`config.mk`:
```
export PLATFORM = sky130hd
export DESIGN_NAME = voss_pink_noise_generator_top
export DESIGN_NICKNAME = d
export VERILOG_FILES = /design/src/hdl/vpn_pkg.sv /design/src/hdl/vpn_datapath.sv /design/src/hdl/vpn_ctrl.sv /design/src/hdl/voss_pink_noise_generator_top.sv
export SDC_FILE = /design/constraint.sdc
export NUM_CORES = 1
export LEC_CHECK = 0
export BUFFER_PORTS_ARGS = -buffer_cell sky130_fd_sc_hd__buf_2
export CAP_MARGIN = 25
export CORE_ASPECT_RATIO = 2
export CORE_UTILIZATION = 25
export DETAILED_ROUTE_END_ITERATION = 7
export HOLD_SLACK_MARGIN = 0.06
export MAX_ROUTING_LAYER = met4
export SETUP_SLACK_MARGIN = 0.05
export SKIP_CTS_REPAIR_TIMING = 1
export SLEW_MARGIN = 20
export SYNTH_ARGS = -nofsm -noshare
export SYNTH_HDL_FRONTEND = slang
export SYNTH_SLANG_ARGS = --single-unit
```
`constraint.sdc`:
```
create_clock -name i_clk -period 8.8 [get_ports i_clk]
set_input_delay 2.2 -clock i_clk [delete_from_list [all_inputs] [get_ports i_clk]]
set_output_delay 2.2 -clock i_clk [all_outputs]
set_load 0.03 [all_outputs]
```
`src/hdl/vpn_pkg.sv`:
```
// Shared types, constants and the Tausworthe step function for the pink noise generator.
// Depends on nothing; every other file of the block imports it.
`default_nettype none

package vpn_pkg;

    localparam int NUM_DICE_DEF     = 32;
    localparam int COUNTER_BITS_DEF = 16;

    localparam int SAMPLE_W  = 32;
    localparam int WORD_W    = 32;
    localparam int DIE_SHIFT = 5;
    localparam int DIE_W     = WORD_W - DIE_SHIFT;
    localparam int MASK_W    = 5;
    localparam int CFG_IDX_W = 2;

    localparam logic [WORD_W-1:0] SEED_RESET = 32'd12345;

    // Configuration register indexes.
    localparam logic [CFG_IDX_W-1:0] CFG_MASK_BITS  = 2'd0;
    localparam logic [CFG_IDX_W-1:0] CFG_SEED_ONE   = 2'd1;
    localparam logic [CFG_IDX_W-1:0] CFG_SEED_TWO   = 2'd2;
    localparam logic [CFG_IDX_W-1:0] CFG_SEED_THREE = 2'd3;

    typedef struct packed {
        logic [WORD_W-1:0] s1;
        logic [WORD_W-1:0] s2;
        logic [WORD_W-1:0] s3;
    } t_taus;

    // Commands from the controller to the datapath.
    typedef struct packed {
        logic start;     // latch full-redraw mode for a new sample
        logic issue;     // read die at the given index and queue it for processing
        logic load_out;  // capture the sample and advance the sample counter
    } t_ctrl_cmd;

    // One combined step of the three Tausworthe components.
    function automatic t_taus taus_step(input t_taus st);
        t_taus             nx;
        logic [WORD_W-1:0] b;
        b     = ((st.s1 << 13) ^ st.s1) >> 19;
        nx.s1 = ((st.s1 & 32'hFFFF_FFFE) << 12) ^ b;
        b     = ((st.s2 << 2) ^ st.s2) >> 25;
        nx.s2 = ((st.s2 & 32'hFFFF_FFF8) << 4) ^ b;
        b     = ((st.s3 << 3) ^ st.s3) >> 11;
        nx.s3 = ((st.s3 & 32'hFFFF_FFF0) << 17) ^ b;
        return nx;
    endfunction

endpackage

`default_nettype wire

```
`src/hdl/vpn_datapath.sv`:
```
// Datapath: generator words, dice memory, running sum, sample counter and output register.
// Depends on vpn_pkg; driven by commands from vpn_ctrl.
`default_nettype none

module vpn_datapath
    import vpn_pkg::*;
#(
    parameter int NUM_DICE     = NUM_DICE_DEF,
    parameter int COUNTER_BITS = COUNTER_BITS_DEF,
    parameter int IDX_W        = $clog2(NUM_DICE)
) (
    input  wire logic                 i_clk,
    input  wire logic                 i_rst_n,
    input  wire t_ctrl_cmd            i_cmd,
    input  wire logic [IDX_W-1:0]     i_idx,
    input  wire logic                 i_cfg_valid,
    input  wire logic [CFG_IDX_W-1:0] i_cfg_index,
    input  wire logic [WORD_W-1:0]    i_cfg_data,
    output logic [SAMPLE_W-1:0]       o_sample
);

    t_taus                   r_rng, n_rng, taus_nx;
    logic [SAMPLE_W-1:0]     r_sum, n_sum;
    logic [COUNTER_BITS-1:0] r_counter;
    logic [MASK_W-1:0]       r_mask_bits;
    logic                    r_full;
    logic [SAMPLE_W-1:0]     r_sample;

    logic [DIE_W-1:0]        r_dice [NUM_DICE];
    logic [DIE_W-1:0]        r_rd_data;

    logic                    r_p_valid;
    logic                    r_p_sel;
    logic [IDX_W-1:0]        r_p_idx;

    logic [NUM_DICE-1:0]     sel_vec;
    logic                    do_draw;
    logic [DIE_W-1:0]        new_die;
    logic [SAMPLE_W-1:0]     old_die;
    logic [SAMPLE_W-1:0]     mask, offset;

    // Dice at or above the counter width are never selected; counter bits at or above the dice count select nothing.
    genvar g;
    generate
        for (g = 0; g < NUM_DICE; g++) begin : g_sel
            if (g < COUNTER_BITS) begin : g_bit
                assign sel_vec[g] = r_counter[g];
            end else begin : g_zero
                assign sel_vec[g] = 1'b0;
            end
        end
    endgenerate

    assign do_draw = r_p_valid && r_p_sel;
    assign taus_nx = taus_step(r_rng);
    assign new_die = DIE_W'((taus_nx.s1 ^ taus_nx.s2 ^ taus_nx.s3) >> DIE_SHIFT);
    assign old_die = r_full ? '0 : {{(SAMPLE_W-DIE_W){1'b0}}, r_rd_data};

    always_comb begin
        n_rng = r_rng;
        n_sum = r_sum;
        if (do_draw) begin
            n_rng = taus_nx;
            n_sum = r_sum - old_die + {{(SAMPLE_W-DIE_W){1'b0}}, new_die};
        end else if (i_cmd.start && r_counter == '0) begin
            n_sum = '0;
        end
        if (i_cfg_valid) begin
            unique case (i_cfg_index)
                CFG_SEED_ONE:   n_rng.s1 = i_cfg_data;
                CFG_SEED_TWO:   n_rng.s2 = i_cfg_data;
                CFG_SEED_THREE: n_rng.s3 = i_cfg_data;
                default:        ;
            endcase
        end
    end

    always_ff @(posedge i_clk) begin
        if (!i_rst_n) begin
            r_rng       <= '{s1: SEED_RESET, s2: SEED_RESET, s3: SEED_RESET};
            r_sum       <= '0;
            r_counter   <= '0;
            r_mask_bits <= '0;
            r_full      <= 1'b0;
            r_p_valid   <= 1'b0;
            r_p_sel     <= 1'b0;
            r_p_idx     <= '0;
        end else begin
            r_rng     <= n_rng;
            r_sum     <= n_sum;
            r_p_valid <= i_cmd.issue;
            r_p_sel   <= r_full || sel_vec[i_idx];
            r_p_idx   <= i_idx;
            if (i_cmd.start) begin
                r_full <= (r_counter == '0);
            end
            if (i_cmd.load_out) begin
                r_counter <= r_counter + 1'b1;
            end
            if (i_cfg_valid && i_cfg_index == CFG_MASK_BITS) begin
                r_mask_bits <= i_cfg_data[MASK_W-1:0];
            end
        end
    end

    // Dice memory: one registered read and one write per cycle.
    always_ff @(posedge i_clk) begin
        if (i_cmd.issue) begin
            r_rd_data <= r_dice[i_idx];
        end
        if (do_draw) begin
            r_dice[r_p_idx] <= new_die;
        end
    end

    assign mask   = {SAMPLE_W{1'b1}} << r_mask_bits;
    assign offset = (~mask) >> 1;

    always_ff @(posedge i_clk) begin
        if (i_cmd.load_out) begin
            r_sample <= (r_sum & mask) + offset;
        end
    end

    assign o_sample = r_sample;

endmodule

`default_nettype wire

```
`src/hdl/vpn_ctrl.sv`:
```
// Controller: walks the dice index once per sample and manages both handshakes.
// Depends on vpn_pkg; commands vpn_datapath.
`default_nettype none

module vpn_ctrl
    import vpn_pkg::*;
#(
    parameter int NUM_DICE = NUM_DICE_DEF,
    parameter int IDX_W    = $clog2(NUM_DICE)
) (
    input  wire logic             i_clk,
    input  wire logic             i_rst_n,
    input  wire logic             i_tick_valid,
    input  wire logic             i_tick,
    output logic                  o_tick_ready,
    output logic                  o_sample_valid,
    input  wire logic             i_sample_ready,
    output t_ctrl_cmd             o_cmd,
    output logic [IDX_W-1:0]      o_idx
);

    localparam logic [1:0] S_IDLE  = 2'd0;
    localparam logic [1:0] S_RUN   = 2'd1;
    localparam logic [1:0] S_DRAIN = 2'd2;
    localparam logic [1:0] S_FIN   = 2'd3;

    localparam logic [IDX_W-1:0] LAST_IDX = IDX_W'(NUM_DICE - 1);

    logic [1:0]       r_state, n_state;
    logic [IDX_W-1:0] r_idx, n_idx;
    logic             r_out_valid, n_out_valid;

    always_comb begin
        n_state     = r_state;
        n_idx       = r_idx;
        o_cmd       = '0;
        unique case (r_state)
            S_IDLE: begin
                if (i_tick_valid && i_tick) begin
                    o_cmd.start = 1'b1;
                    n_idx       = '0;
                    n_state     = S_RUN;
                end
            end
            S_RUN: begin
                o_cmd.issue = 1'b1;
                if (r_idx == LAST_IDX) begin
                    n_state = S_DRAIN;
                end else begin
                    n_idx = r_idx + 1'b1;
                end
            end
            S_DRAIN: begin
                n_state = S_FIN;
            end
            S_FIN: begin
                if (!r_out_valid || i_sample_ready) begin
                    o_cmd.load_out = 1'b1;
                    n_state        = S_IDLE;
                end
            end
            default: n_state = S_IDLE;
        endcase

        n_out_valid = r_out_valid;
        if (o_cmd.load_out) begin
            n_out_valid = 1'b1;
        end else if (r_out_valid && i_sample_ready) begin
            n_out_valid = 1'b0;
        end
    end

    always_ff @(posedge i_clk) begin
        if (!i_rst_n) begin
            r_state     <= S_IDLE;
            r_idx       <= '0;
            r_out_valid <= 1'b0;
        end else begin
            r_state     <= n_state;
            r_idx       <= n_idx;
            r_out_valid <= n_out_valid;
        end
    end

    assign o_tick_ready   = (r_state == S_IDLE);
    assign o_sample_valid = r_out_valid;
    assign o_idx          = r_idx;

    a_load_sets_valid: assert property (@(posedge i_clk) disable iff (!i_rst_n)
        o_cmd.load_out |=> r_out_valid)
        else $error("sample register not marked valid after load");

    a_no_overwrite: assert property (@(posedge i_clk) disable iff (!i_rst_n)
        (r_out_valid && !i_sample_ready) |-> !o_cmd.load_out)
        else $error("pending sample overwritten");

    a_run_ends: assert property (@(posedge i_clk) disable iff (!i_rst_n)
        (r_state == S_RUN && r_idx == LAST_IDX) |=> (r_state == S_DRAIN))
        else $error("dice walk did not end at the last die");

    a_start_walk: assert property (@(posedge i_clk) disable iff (!i_rst_n)
        o_cmd.start |=> (r_state == S_RUN && r_idx == '0))
        else $error("dice walk did not start at die zero");

endmodule

`default_nettype wire

```
`src/hdl/voss_pink_noise_generator_top.sv`:
```
// Voss pink noise generator, top level: one sample for each tick beat with tick set.
// A tick beat is taken only while idle; the walk then runs through RUN, DRAIN and FIN, and FIN
// loads the output register once the previous sample is taken. One shared Tausworthe unit
// handles one die per cycle in RUN; the dice memory has a single read and a single write port.
// Reset: synchronous, active low; seeds load 12345, mask_bits clears, counter and sum clear.
// Depends on vpn_pkg, vpn_ctrl and vpn_datapath.
`default_nettype none

module voss_pink_noise_generator_top
    import vpn_pkg::*;
#(
    parameter int NUM_DICE     = NUM_DICE_DEF,
    parameter int COUNTER_BITS = COUNTER_BITS_DEF
) (
    input  wire logic                 i_clk,
    input  wire logic                 i_rst_n,
    // Input channel: a tick beat with tick low is taken and yields nothing.
    input  wire logic                 i_tick_valid,
    output logic                      o_tick_ready,
    input  wire logic                 i_tick,
    // Output channel: one sample beat per tick beat with tick high.
    output logic                      o_sample_valid,
    input  wire logic                 i_sample_ready,
    output logic [SAMPLE_W-1:0]       o_sample,
    // Config channel, always ready; user must write only while the block is idle; unenforced.
    input  wire logic                 i_cfg_valid,
    output logic                      o_cfg_ready,
    input  wire logic [CFG_IDX_W-1:0] i_cfg_index,
    input  wire logic [WORD_W-1:0]    i_cfg_data
);

    localparam int IDX_W = $clog2(NUM_DICE);

    t_ctrl_cmd        cmd;
    logic [IDX_W-1:0] idx;

    // The controller walks every die index once per sample. The datapath reads the die
    // into a register, redraws it in the next cycle if the sample counter selects it (or
    // every die when the counter is zero) and updates the running sum by the difference.
    vpn_ctrl #(
        .NUM_DICE (NUM_DICE),
        .IDX_W    (IDX_W)
    ) u_ctrl (
        .i_clk          (i_clk),
        .i_rst_n        (i_rst_n),
        .i_tick_valid   (i_tick_valid),
        .i_tick         (i_tick),
        .o_tick_ready   (o_tick_ready),
        .o_sample_valid (o_sample_valid),
        .i_sample_ready (i_sample_ready),
        .o_cmd          (cmd),
        .o_idx          (idx)
    );

    // The output register sits in the datapath, so a new tick beat is taken while the
    // previous sample still waits; the controller only stalls before overwriting it.
    vpn_datapath #(
        .NUM_DICE     (NUM_DICE),
        .COUNTER_BITS (COUNTER_BITS),
        .IDX_W        (IDX_W)
    ) u_datapath (
        .i_clk       (i_clk),
        .i_rst_n     (i_rst_n),
        .i_cmd       (cmd),
        .i_idx       (idx),
        .i_cfg_valid (i_cfg_valid),
        .i_cfg_index (i_cfg_index),
        .i_cfg_data  (i_cfg_data),
        .o_sample    (o_sample)
    );

    // Writes go straight into registers, so the configuration channel never back-pressures.
    assign o_cfg_ready = 1'b1;

endmodule

`default_nettype wire

```
======== Word-level counts from Yosys, hierarchy flattened ========
Memories as Yosys holds them, arrays and structs flattened. A register that Yosys moved wholly into a read port is not among the register bits.
Cells that the tools add are included.
W data, S select, Z words.
word-level totals
  output and inout bits ................... 35
  register bits after elaboration ......... 197
  memory bits (writable) .................. 864
  logic and storage cells ................. 85
  memories ................................ 1
memories
  memory             words  bits a word  read ports  clocked after Yosys merged registers in  wr ports  line                source
  u_datapath.r_dice  32     27           1           1                                        1         vpn_datapath.sv:29  logic [DIE_W-1:0] r_dice [NUM_DICE];
operators by class
  mux-type cells .......................... 26
  bitwise operators ....................... 10
  $lt $le $gt $ge ......................... 1
  eq/ne operators ......................... 11
  shift-type cells ........................ 1
  add/sub/neg operators ................... 5
  reductions and logical operators ........ 16
operators with widths
  cell                     number
  $mux W96                 2
  $mux W32                 5
  $xor A32 B32 Y32         5
  $add A32 B27 Y32         1
  $add A32 B31 Y32         1
  $and A32 B32 Y32         1
  $not A32 Y32             1
  $shl A32 B5 Y32 const A  1
  $sub A32 B32 Y32         1
  $xor A32 B13 Y32         1
  $xor A32 B21 Y32         1
  $xor A32 B7 Y32          1
  $mux W27                 1
  $add A16 B1 Y16 const B  1
  $logic_not A16 Y1        1
  $mux W1                  10
  $mux W5                  2
  $pmux W5 S2              1
  $eq A2 B2 Y1 const B     4
  $pmux W2 S4              1
  $lt A5 B6 Y1 const B     1
  $mux W2                  3
  $ne A2 B1 Y1 const B     3
  $reduce_and A3 Y1        2
  other kinds (10)         19

======== Longest topological paths before layout ========
Gate-level depths: netlist of the first run.
  word-level depth ........................ 6
  depth in mapped cells ................... 17

======== Modules after synthesis ========
From an unflattened synthesis of the first run, not the netlist that was laid out.
unflattened totals
  cells, all modules ...................... 2935
  area total of the unflattened synthesis .. 46947.5 um^2
by module, submodules not included
  module                         instances  area an instance (um^2)  cells an instance
  vpn_datapath                   1          46410.8                  2877
  vpn_ctrl                       1          525.5                    56
  voss_pink_noise_generator_top  1          11.3                     2

======== Least setup slack after synthesis of the first run ========
Ideal clock, no wire load.
  kind .................................... input port to flip-flop
  start point ............................. input port i_sample_ready
  end point ............................... register u_datapath.r_counter[14]
  data required time ...................... 8.730 ns
  cell stages on the path ................. 8
  arrival time ............................ 4.554 ns
  setup time .............................. 0.070 ns
  path slack .............................. 4.176 ns
  path buffers ............................ 1
  cells stage by stage .................... nor2b_1 > nor2b_1 > clkbuf_1 > and3_1 > nand2_1 > or2_2 > or3_1 > a21oi_1
RTL lines
  what                  line                                 source
  from (decl)           voss_pink_noise_generator_top.sv:23  input wire logic i_sample_ready,
  to (signal assigned)  vpn_datapath.sv:98                   r_counter <= r_counter + 1'b1;
  to (decl)             vpn_datapath.sv:24                   logic [COUNTER_BITS-1:0] r_counter;

======== Worst setup path in the final report of the first run ========
  start point ............................. register u_datapath.r_rng[82] (netlist bit)
  end point ............................... register u_datapath.r_sum[28]
on the way
  cells in the longest elaborated chain, start to end .. 6
RTL lines
  what                              line                source
  from (decl)                       vpn_datapath.sv:22  t_taus r_rng, n_rng, taus_nx;
  from (signal assigned)            vpn_datapath.sv:80  r_rng <= '{s1: SEED_RESET, s2: SEED_RESET, s3: SEED_RESET};
  from (signal assigned)            vpn_datapath.sv:89  r_rng <= n_rng;
  $xor A32 B32 Y32                  vpn_pkg.sv:42       b = ((st.s1 << 13) ^ st.s1) >> 19;
  $xor A32 B13 Y32 *                vpn_pkg.sv:43       nx.s1 = ((st.s1 & 32'hFFFF_FFFE) << 12) ^ b;
  $xor A32 B32 Y32 * (2 in series)  vpn_datapath.sv:56  assign new_die = DIE_W'((taus_nx.s1 ^ taus_nx.s2 ^ taus_nx.s3) >> DIE_SHIFT);
  $add A32 B27 Y32 *                vpn_datapath.sv:64  n_sum = r_sum - old_die + {{(SAMPLE_W-DIE_W){1'b0}}, new_die};
  $mux W32 *                        vpn_datapath.sv:62  if (do_draw) begin
  to (signal assigned)              vpn_datapath.sv:90  r_sum <= n_sum;
  to (decl)                         vpn_datapath.sv:23  logic [SAMPLE_W-1:0] r_sum, n_sum;
Every way passes the cells marked *; elsewhere a longest branch is shown, timed or not.
A chain may end at the register's enable or synchronous reset.

==> results.cfg, run 1 <==
[status]
outcome = complete, no violations

[synthesis]
ys_ff_latch = 1080
synth.top_cells.by_count = 923 x edfxtp_1, 275 x mux4_2, 261 x nand2_1
synthFlopType = edfxtp_1
synth_edf_count = 923
ys_seq_area_share_pct = 66.2
synthTopCellsByArea = edfxtp_1 59%, mux4_2 13%, dfxtp_1 6.7%, nand2_1 2.1%, ha_1 1.9%
syn_nets = 3067
synthArstFlopShare_pct = 0
synthCells = 2929
synth.distinct_cells = 76
avgSynthCellArea_um2 = 15.9
synth_most_common_cell = edfxtp_1
ys_warn_count = 0
yosys.area.top_type_share_pct = 59.4
synth_area_leader_cell = edfxtp_1
syn_area_um2 = 46600

[place]
dp_slack_ns = 4.01
dp_hpwl_um = 83400
place_congestion = 0.960
port_buffers = 73

[floorplan]
die_h_um = 613
num_io_pins = 75
start_util_pct = 25.2
die_area_um2 = 188000
die_w_um = 307
core_um2 = 185000
num_rows = 223

[grt]
grt_usage_pct = 13.6
grt_max_degree = 99
antenna_found_initial = 1
grt_pass1_wl_um = 181000
overflow = 0
grt_pass1_vias = 26712

[timing]
hold_ws_ns = 0.458
slew_headroom_pct = 23.8
finalHoldViolCount = 0
max_slew.worst_pin.slew_ns = 1.13
period_share_pct = 54.4
period_needed_ns = 4.79
setup_viol = 0
fin_ws_ns = 4.01
max_freq_mhz = 209
finalClockSkew_ns = 0.0472
slew_viol_final = 0
fin_tns_setup_ns = 0
rsz0062_at_grt = no

[route]
drc = 0
vias = 25922
totalWireLength_um = 126000
first_iter_violations = 1779
avgViaCountPerCell = 4.67
firstDrtPassIters = 5
ant_nets = 0
wl_per_cell_um = 22.7

[power]
irDropWorstVdd_mv = 0.158
power.density_nw_per_um2 = 241
pwr-share-seq_pct = 46.8
p_int_mw = 9.20
sw_frac_of_total_pct = 28.4
pwr-share-comb_pct = 20.6
power_switching_mw = 3.64
leakage_nw = 16.9
clkPwrFrac_pct = 32.7

[clock_network]
cts_made_buffers = 86
h-tree-depth = 3
cts_tree = built
path_clk_slew_ns = 0.08
cts_root_buf = clkbuf_16
clock_sinks = 1080
cts_buffer_depth = 3
clk_latency_ns = 0.70

[flow_run]
cap_violations = 0

[critical_path]
crit_path_max_fanout = 6
worstSetupEndpointType = flip-flop
arrival_ns = 5.38
cp-startpoint = u_datapath.r_rng[82]$_SDFF_PN0_
worstPathRequired_ns = 9.40
start_kind = flip-flop
critPathKind = reg2reg
reg2reg_from = u_datapath.r_rng[82]$_SDFF_PN0_

[finish]
drive_above_1_share_pct = 20.8
nets = 3138
n_fill_cell = 18304
synthToLayoutAreaGrowth_pct = 14.2

[min_path]
hold_start = u_datapath.r_sum[23]$_SDFFE_PN0P_
hold_class = reg2reg
## cell families (layout without fill, tap and decap cells)
logic type	count (synthesis)	in the layout	share of synthesized area, %
DFF	1080	1080	66.2
and+or+nand+nor	636	636	5.93
AOI/OAI and AO/OA	362	362	5.38
muxes	312	312	14.1
buffers and inverters	292	434	2.49
xor gates and xnor gates	148	148	2.78
adders and majority gates	98	98	3.08
other	1	2	0.00804
## cell type report
cell class / count / area (um2) / share of cell area (%)
Antenna cell: 1 / 2.50 / 0.00470
Clock buffer: 100 / 2230 / 4.18
Clock inverter: 59 / 787 / 1.48
Inverter: 141 / 531 / 0.996
Multi-Input combinational cell: 1557 / 14900 / 27.9
Sequential cell: 1080 / 30900 / 58.0
Tap cell: 2475 / 3100 / 5.81
Timing Repair Buffer: 134 / 876 / 1.64
## stage by stage
step	area, um2	utilization [%]	total power [mW]	std cells
global route	53300	28.8	13.3	5547
detailed placement	50200	27.1	8.74	5383
CTS	53200	28.8	12.9	5542
finish	53300	28.8	12.8	5547
global placement	50200	27.1	8.72	5382
floorplan	46600	-	7.95	2929
## flip-flops by register name, summed over array words and instances (netlist names)
name / flops
u_datapath.o_sample: 32
u_ctrl.r_state: 2
u_datapath.r_sum: 32
u_datapath.r_p_idx: 5
u_datapath.r_rng: 88
u_ctrl.o_sample_valid: 1
u_datapath.r_dice: 864
u_datapath.r_mask_bits: 5
u_datapath.r_rd_data: 27
u_datapath.r_p_valid: 1
u_datapath.r_p_sel: 1
u_datapath.r_counter: 16
u_ctrl.o_idx: 5
u_datapath.r_full: 1
## layout by cell type (no fill, tap or decap), drive strengths merged, types with 8 or more instances in the layout
| master | count |
|---|---|
| clkbuf | 101 |
| nor3 | 17 |
| a21o | 31 |
| nand2 | 261 |
| o31ai | 8 |
| nand4 | 11 |
| nor2 | 212 |
| edfxtp | 923 |
| fa | 28 |
| o21a | 15 |
| xnor2 | 98 |
| o21bai | 15 |
| dfxtp | 157 |
| and2 | 10 |
| nand3 | 32 |
| a211oi | 8 |
| o211ai | 39 |
| bufinv | 14 |
| buf | 133 |
| a31oi | 11 |
| mux2i | 10 |
| a21oi | 89 |
| inv | 146 |
| o21ai | 58 |
| nand2b | 8 |
| ha | 70 |
| xor2 | 50 |
| mux4 | 275 |
| mux2 | 27 |
| nor2b | 40 |
| a311oi | 53 |
| or3 | 12 |
| clkinv | 34 |
## per-layer routing
layer | GRT usage, % | vias to the layer above | wire [um]
met5 | - | - | 0
met4 | 7.55 | 0 | 7620
met1 | 12.4 | 13540 | 40900
met2 | 26.7 | 750 | 72300
li1 | - | 11341 | -
met3 | 1.57 | 291 | 4970
## final timing paths
check                                 endpoint  slack (ns)  depth (start not counted)
max          u_datapath.r_sum[28]$_SDFFE_PN0P_        4.01                         15
min          u_datapath.r_sum[23]$_SDFFE_PN0P_        0.46                          2
max reg2reg  u_datapath.r_sum[28]$_SDFFE_PN0P_        4.01                         15
min reg2reg  u_datapath.r_sum[23]$_SDFFE_PN0P_        0.46                          2
## power groups by stage
| stage | combinational, mW | clock [mW] | sequential [mW] |
|---|---|---|---|
| after CTS | 2.63 | 4.26 | 6.01 |
| after global placement | 2.60 | 0 | 6.12 |
| after global routing | 2.85 | 4.41 | 6.01 |
| final | 2.64 | 4.19 | 6.00 |
| after floorplan | 1.89 | 0 | 6.06 |
| after detailed placement | 2.61 | 0 | 6.12 |
## critical path, cell delays in order (launching register included)
cell and delay (ns):
dfxtp_1 0.47, xnor2_1 0.15, xnor2_1 0.33, xor2_1 0.71
fa_1 0.53, inv_1 0.13, ha_1 0.32, a21o_1 0.20
a21o_1 0.18, a21oi_1 0.16, nor2b_1 0.11, o211ai_1 0.41
a21oi_1 0.22, o21a_1 0.22, or3_1 0.30, a32o_1 0.25
No activity file was read; power rests on OpenSTA's default activity.
==> inputs of run 2 (changes only) <==
- clock period: 8.8 -> 4.51 ns (I/O delays scaled with it)
==> results.cfg, run 2 (synthesis gave the netlist of run 1 again) <==
[grt]
top_usage_layer = met2
grt_pass1_wl_um = 185000
overflow = 0
grt_usage_pct = 13.9
met3_usage_pct = 1.41
grtUsageMet1_pct = 13.2
antenna_found_initial = 1
grt_max_degree = 76
grt_pass1_vias = 27001
grt.met2_usage_pct = 27.2

[finish]
drive_above_1_share_pct = 21.6
final_common_cell = edfxtp_1
nets = 3189
n_fill_cell = 18407
finalInstanceArea_um2 = 53600
top_regs = u_datapath.r_dice: 864 flops, u_datapath.r_rng: 88 flops
largest_register_ffs = 864
finalNonFillerCells = 5592
final_cell_mix = 923 x edfxtp_1, 275 x mux4_2, 260 x nand2_1, 180 x nor2_1, 153 x dfxtp_1
finish.utilization_pct = 29.0
largest-register = u_datapath.r_dice
multi_input_area_um2 = 14900
synthToLayoutAreaGrowth_pct = 15.0
regArea_um2 = 30900

[status]
outcome = complete, no violations

[route]
drc = 0
wl_per_cell_um = 22.9
totalWireLength_um = 128000
ant_nets = 0
first_iter_violations = 2025
avgViaCountPerCell = 4.67
vias = 26091
firstDrtPassIters = 8

[min_path]
hold_class = reg2reg

[power]
leakage_nw = 17.1
irDropWorstVdd_mv = 0.290
power.density_nw_per_um2 = 464
report.power.total_mw = 24.9

[timing]
hold_ws_ns = 0.458
setup_viol = 0
period_needed_ns = 4.21
fin_ws_ns = 0.302
slew_viol_final = 0
max_freq_mhz = 238
rsz0062_at_grt = no
fin_tns_setup_ns = 0
max_slew.worst_pin.slew_ns = 1.01
slew_headroom_pct = 32.5
finalHoldViolCount = 0
period_share_pct = 93.3
finalClockSkew_ns = 0.0394

[clock_network]
h-tree-depth = 3
clock_sinks = 1080
clk_latency_ns = 0.70
cts_made_buffers = 87
cts_root_buf = clkbuf_16
cts_tree = built
cts_buffer_depth = 3
path_clk_slew_ns = 0.08

[critical_path]
worst_path_largest_cell_delay_ns = 0.60
start_kind = flip-flop
arrival_ns = 4.82
crit_path_max_fanout = 7
worstPathRequired_ns = 5.12
worstSetupEndpointType = flip-flop
cp_cell_sequence = xnor2_1, xnor2_1, fa_1, inv_1, ha_1, a21oi_1, o21ai_0, a21oi_1, o211ai_2, a21oi_2, o31ai_2, and2_1, a41oi_1, a22oi_1
crit_slowest_cell = fa_1
critPathKind = reg2reg

[place]
dp_hpwl_um = 85700
dpl-instance-area_um2 = 50700
dp_slack_ns = 0.250
place_congestion = 0.927
port_buffers = 73
dp_cells = 5429

[floorplan]
core_um2 = 185000
num_io_pins = 75
die_h_um = 613
die_w_um = 307
die_area_um2 = 188000
num_rows = 223
start_util_pct = 25.2

[flow_run]
cap_violations = 0
-- run 2: cell count changes in the layout (fill, tap and decap cells not counted), sizes merged --
cell and delta:
buf +51, bufinv -8, diode +1, inv +2, clkbuf +11, clkinv -12
-- run 2: layout make-up --
cell class,count,area share (%)
multi-input combinational,1557,27.7
antenna,2,0.00933
inverter,141,0.989
clock inverter,41,0.800
tap,2475,5.77
clock buffer,112,4.39
sequential,1080,57.6
timing repair buffer,184,2.72
-- run 2: power breakdown --
part | switching [mW] | internal [mW] | leakage, nW | total [mW]
sequential | 0.156 | 11.5 | 9.62 | 11.7
clock | 3.64 | 4.06 | 1.34 | 7.70
combinational | 3.29 | 2.23 | 6.14 | 5.52
-- run 2: metal layers --
| layer | vias up | wire [um] |
|---|---|---|
| met5 | - | 0 |
| met4 | 0 | 6840 |
| met3 | 276 | 4760 |
| met2 | 754 | 73700 |
| met1 | 13612 | 42800 |
| li1 | 11449 | - |
-- run 2: worst paths after layout --
| path | slack, ns | start | cells after the start | to |
|---|---|---|---|---|
| worst max-delay path | 0.30 | u_datapath.r_rng[24]$_SDFF_PN0_ | 14 | u_datapath.r_sum[31]$_SDFFE_PN0P_ |
| worst min-delay path | 0.46 | u_datapath.r_sum[19]$_SDFFE_PN0P_ | 2 | u_datapath.r_sum[19]$_SDFFE_PN0P_ |
| worst max register to register | 0.30 | u_datapath.r_rng[24]$_SDFF_PN0_ | 14 | u_datapath.r_sum[31]$_SDFFE_PN0P_ |
| worst min register to register | 0.46 | u_datapath.r_sum[19]$_SDFFE_PN0P_ | 2 | u_datapath.r_sum[19]$_SDFFE_PN0P_ |
-- run 2: worst max-delay path, delay by kind of cell (launching register included) --
kind / cells / cell delay [ns]
XOR/XNOR: 2 / 0.71
AND/OR/NAND/NOR: 1 / 0.23
adder cells (fa/ha/maj): 2 / 1.02
flip-flops: 1 / 0.35
buffers and inverters: 1 / 0.05
AO/OA/AOI/OAI: 8 / 1.77
==> inputs of run 3 (changes only) <==
- PLACE_DENSITY: unset -> 0.44
==> results.cfg, run 3 (synthesis gave the netlist of run 1 again) <==
[timing]
period_needed_ns = 4.24
rsz0062_at_grt = no
finalClockSkew_ns = 0.0323
slew_viol_final = 0
max_freq_mhz = 236
finalHoldViolCount = 0
slew_headroom_pct = 30.6
setup_viol = 0
max_slew.worst_pin.slew_ns = 1.04
hold_ws_ns = 0.457
period_share_pct = 94.0
fin_tns_setup_ns = 0

[floorplan]
num_rows = 223
num_io_pins = 75
die_h_um = 613
start_util_pct = 25.2
die_w_um = 307
core_um2 = 185000
die_area_um2 = 188000

[finish]
final_common_cell = edfxtp_1
drive_above_1_share_pct = 22.9
final_cell_mix = 923 x edfxtp_1, 275 x mux4_2, 260 x nand2_1, 180 x nor2_1, 153 x dfxtp_1
top_regs = u_datapath.r_dice: 864 flops, u_datapath.r_rng: 88 flops
regArea_um2 = 30900
nets = 3220
largest-register = u_datapath.r_dice
n_fill_cell = 18384
synthToLayoutAreaGrowth_pct = 16.6
multi_input_area_um2 = 14900
finish.utilization_pct = 29.4
largest_register_ffs = 864

[clock_network]
cts_tree = built
path_clk_slew_ns = 0.08
cts_made_buffers = 94
cts_root_buf = clkbuf_16
h-tree-depth = 3
clock_sinks = 1080
clk_latency_ns = 0.71
cts_buffer_depth = 3

[min_path]
hold_class = reg2reg

[route]
avgViaCountPerCell = 4.60
drc = 0
firstDrtPassIters = 5
totalWireLength_um = 144000
vias = 25941
ant_nets = 0
wl_per_cell_um = 25.5
first_iter_violations = 1564

[critical_path]
critPathKind = reg2reg
worstPathRequired_ns = 5.10
arrival_ns = 4.82
crit_path_max_fanout = 4
worstSetupEndpointType = flip-flop
start_kind = flip-flop

[power]
irDropWorstVdd_mv = 0.329
leakage_nw = 17.5
power.density_nw_per_um2 = 482

[grt]
overflow = 0
grt_pass1_wl_um = 205000
grt_max_degree = 74
grt_usage_pct = 15.7
antenna_found_initial = 3
grt_pass1_vias = 27990

[place]
place_congestion = 0.868
port_buffers = 73
dp_hpwl_um = 97500

[flow_run]
cap_violations = 0

[status]
outcome = complete, no violations
-- run 3: changes by cell type in the layout (fill, tap and decap cells not counted), sizes merged --
cell    previous run  this run
buf              184       208
bufinv             6        20
clkbuf           112       108
clkinv            22        32
inv              148       150
-- run 3: through the flow --
step           instances  cell area, um2  total power [mW]  setup WS [ns]
3_5_place_dp        5454           50900              17.4          0.275
4_1_cts             5629           54300              26.5          0.249
3_3_place_gp        5453           50900              17.4          0.276
6_report            5638           54400              26.2          0.272
2_1_floorplan       2929           46600              15.5          0.556
5_1_grt             5637           54400              27.2         0.0933
-- run 3: worst max-delay path: stages (launching register included) --
cell      delay, ns
dfxtp_1        0.34
xnor2_1        0.46
xnor2_1        0.19
xor2_1         0.29
fa_1           0.45
inv_1          0.07
ha_1           0.25
nor2b_1        0.16
o21a_1         0.18
o21ai_1        0.19
a21oi_1        0.19
o211ai_1       0.37
a21oi_1        0.19
o21a_1         0.21
or3_1          0.30
a32o_1         0.26
-- run 3: final timing paths --
| kind | slack [ns] | from | cells after the start | endpoint |
|---|---|---|---|---|
| setup reg to reg | 0.27 | u_datapath.r_rng[18]$_SDFF_PN0_ | 15 | u_datapath.r_sum[28]$_SDFFE_PN0P_ |
| setup / recovery | 0.27 | u_datapath.r_rng[18]$_SDFF_PN0_ | 15 | u_datapath.r_sum[28]$_SDFFE_PN0P_ |
| hold reg to reg | 0.46 | u_datapath.r_sum[10]$_SDFFE_PN0P_ | 2 | u_datapath.r_sum[10]$_SDFFE_PN0P_ |
| hold / removal | 0.46 | u_datapath.r_sum[10]$_SDFFE_PN0P_ | 2 | u_datapath.r_sum[10]$_SDFFE_PN0P_ |
-- run 3: area by class of cell --
| type | instances | share of cell area, % |
|---|---|---|
| repair buffers | 208 | 2.94 |
| multi-input cells | 1557 | 27.4 |
| well taps | 2475 | 5.70 |
| clock inverters | 67 | 1.70 |
| inverters | 141 | 0.978 |
| flip-flops and latches | 1080 | 56.8 |
| clock buffers | 108 | 4.50 |
| diodes | 2 | 0.00921 |
-- run 3: where the power goes --
part | total [mW] | leakage, nW | switching, mW | internal (mW)
clock | 9.06 | 1.63 | 3.96 | 5.10
combinational | 5.43 | 6.25 | 3.21 | 2.21
sequential | 11.7 | 9.62 | 0.203 | 11.5
total | 26.2 | 17.5 | 7.37 | 18.8
-- run 3: metal layers --
layer | GRT usage [%] | up-vias | part of all wire (%)
met5 | - | - | 0
met4 | 6.54 | 0 | 4.4
met3 | 1.22 | 207 | 2.2
met2 | 32.1 | 466 | 60
met1 | 14.6 | 13750 | 34
li1 | - | 11518 | -
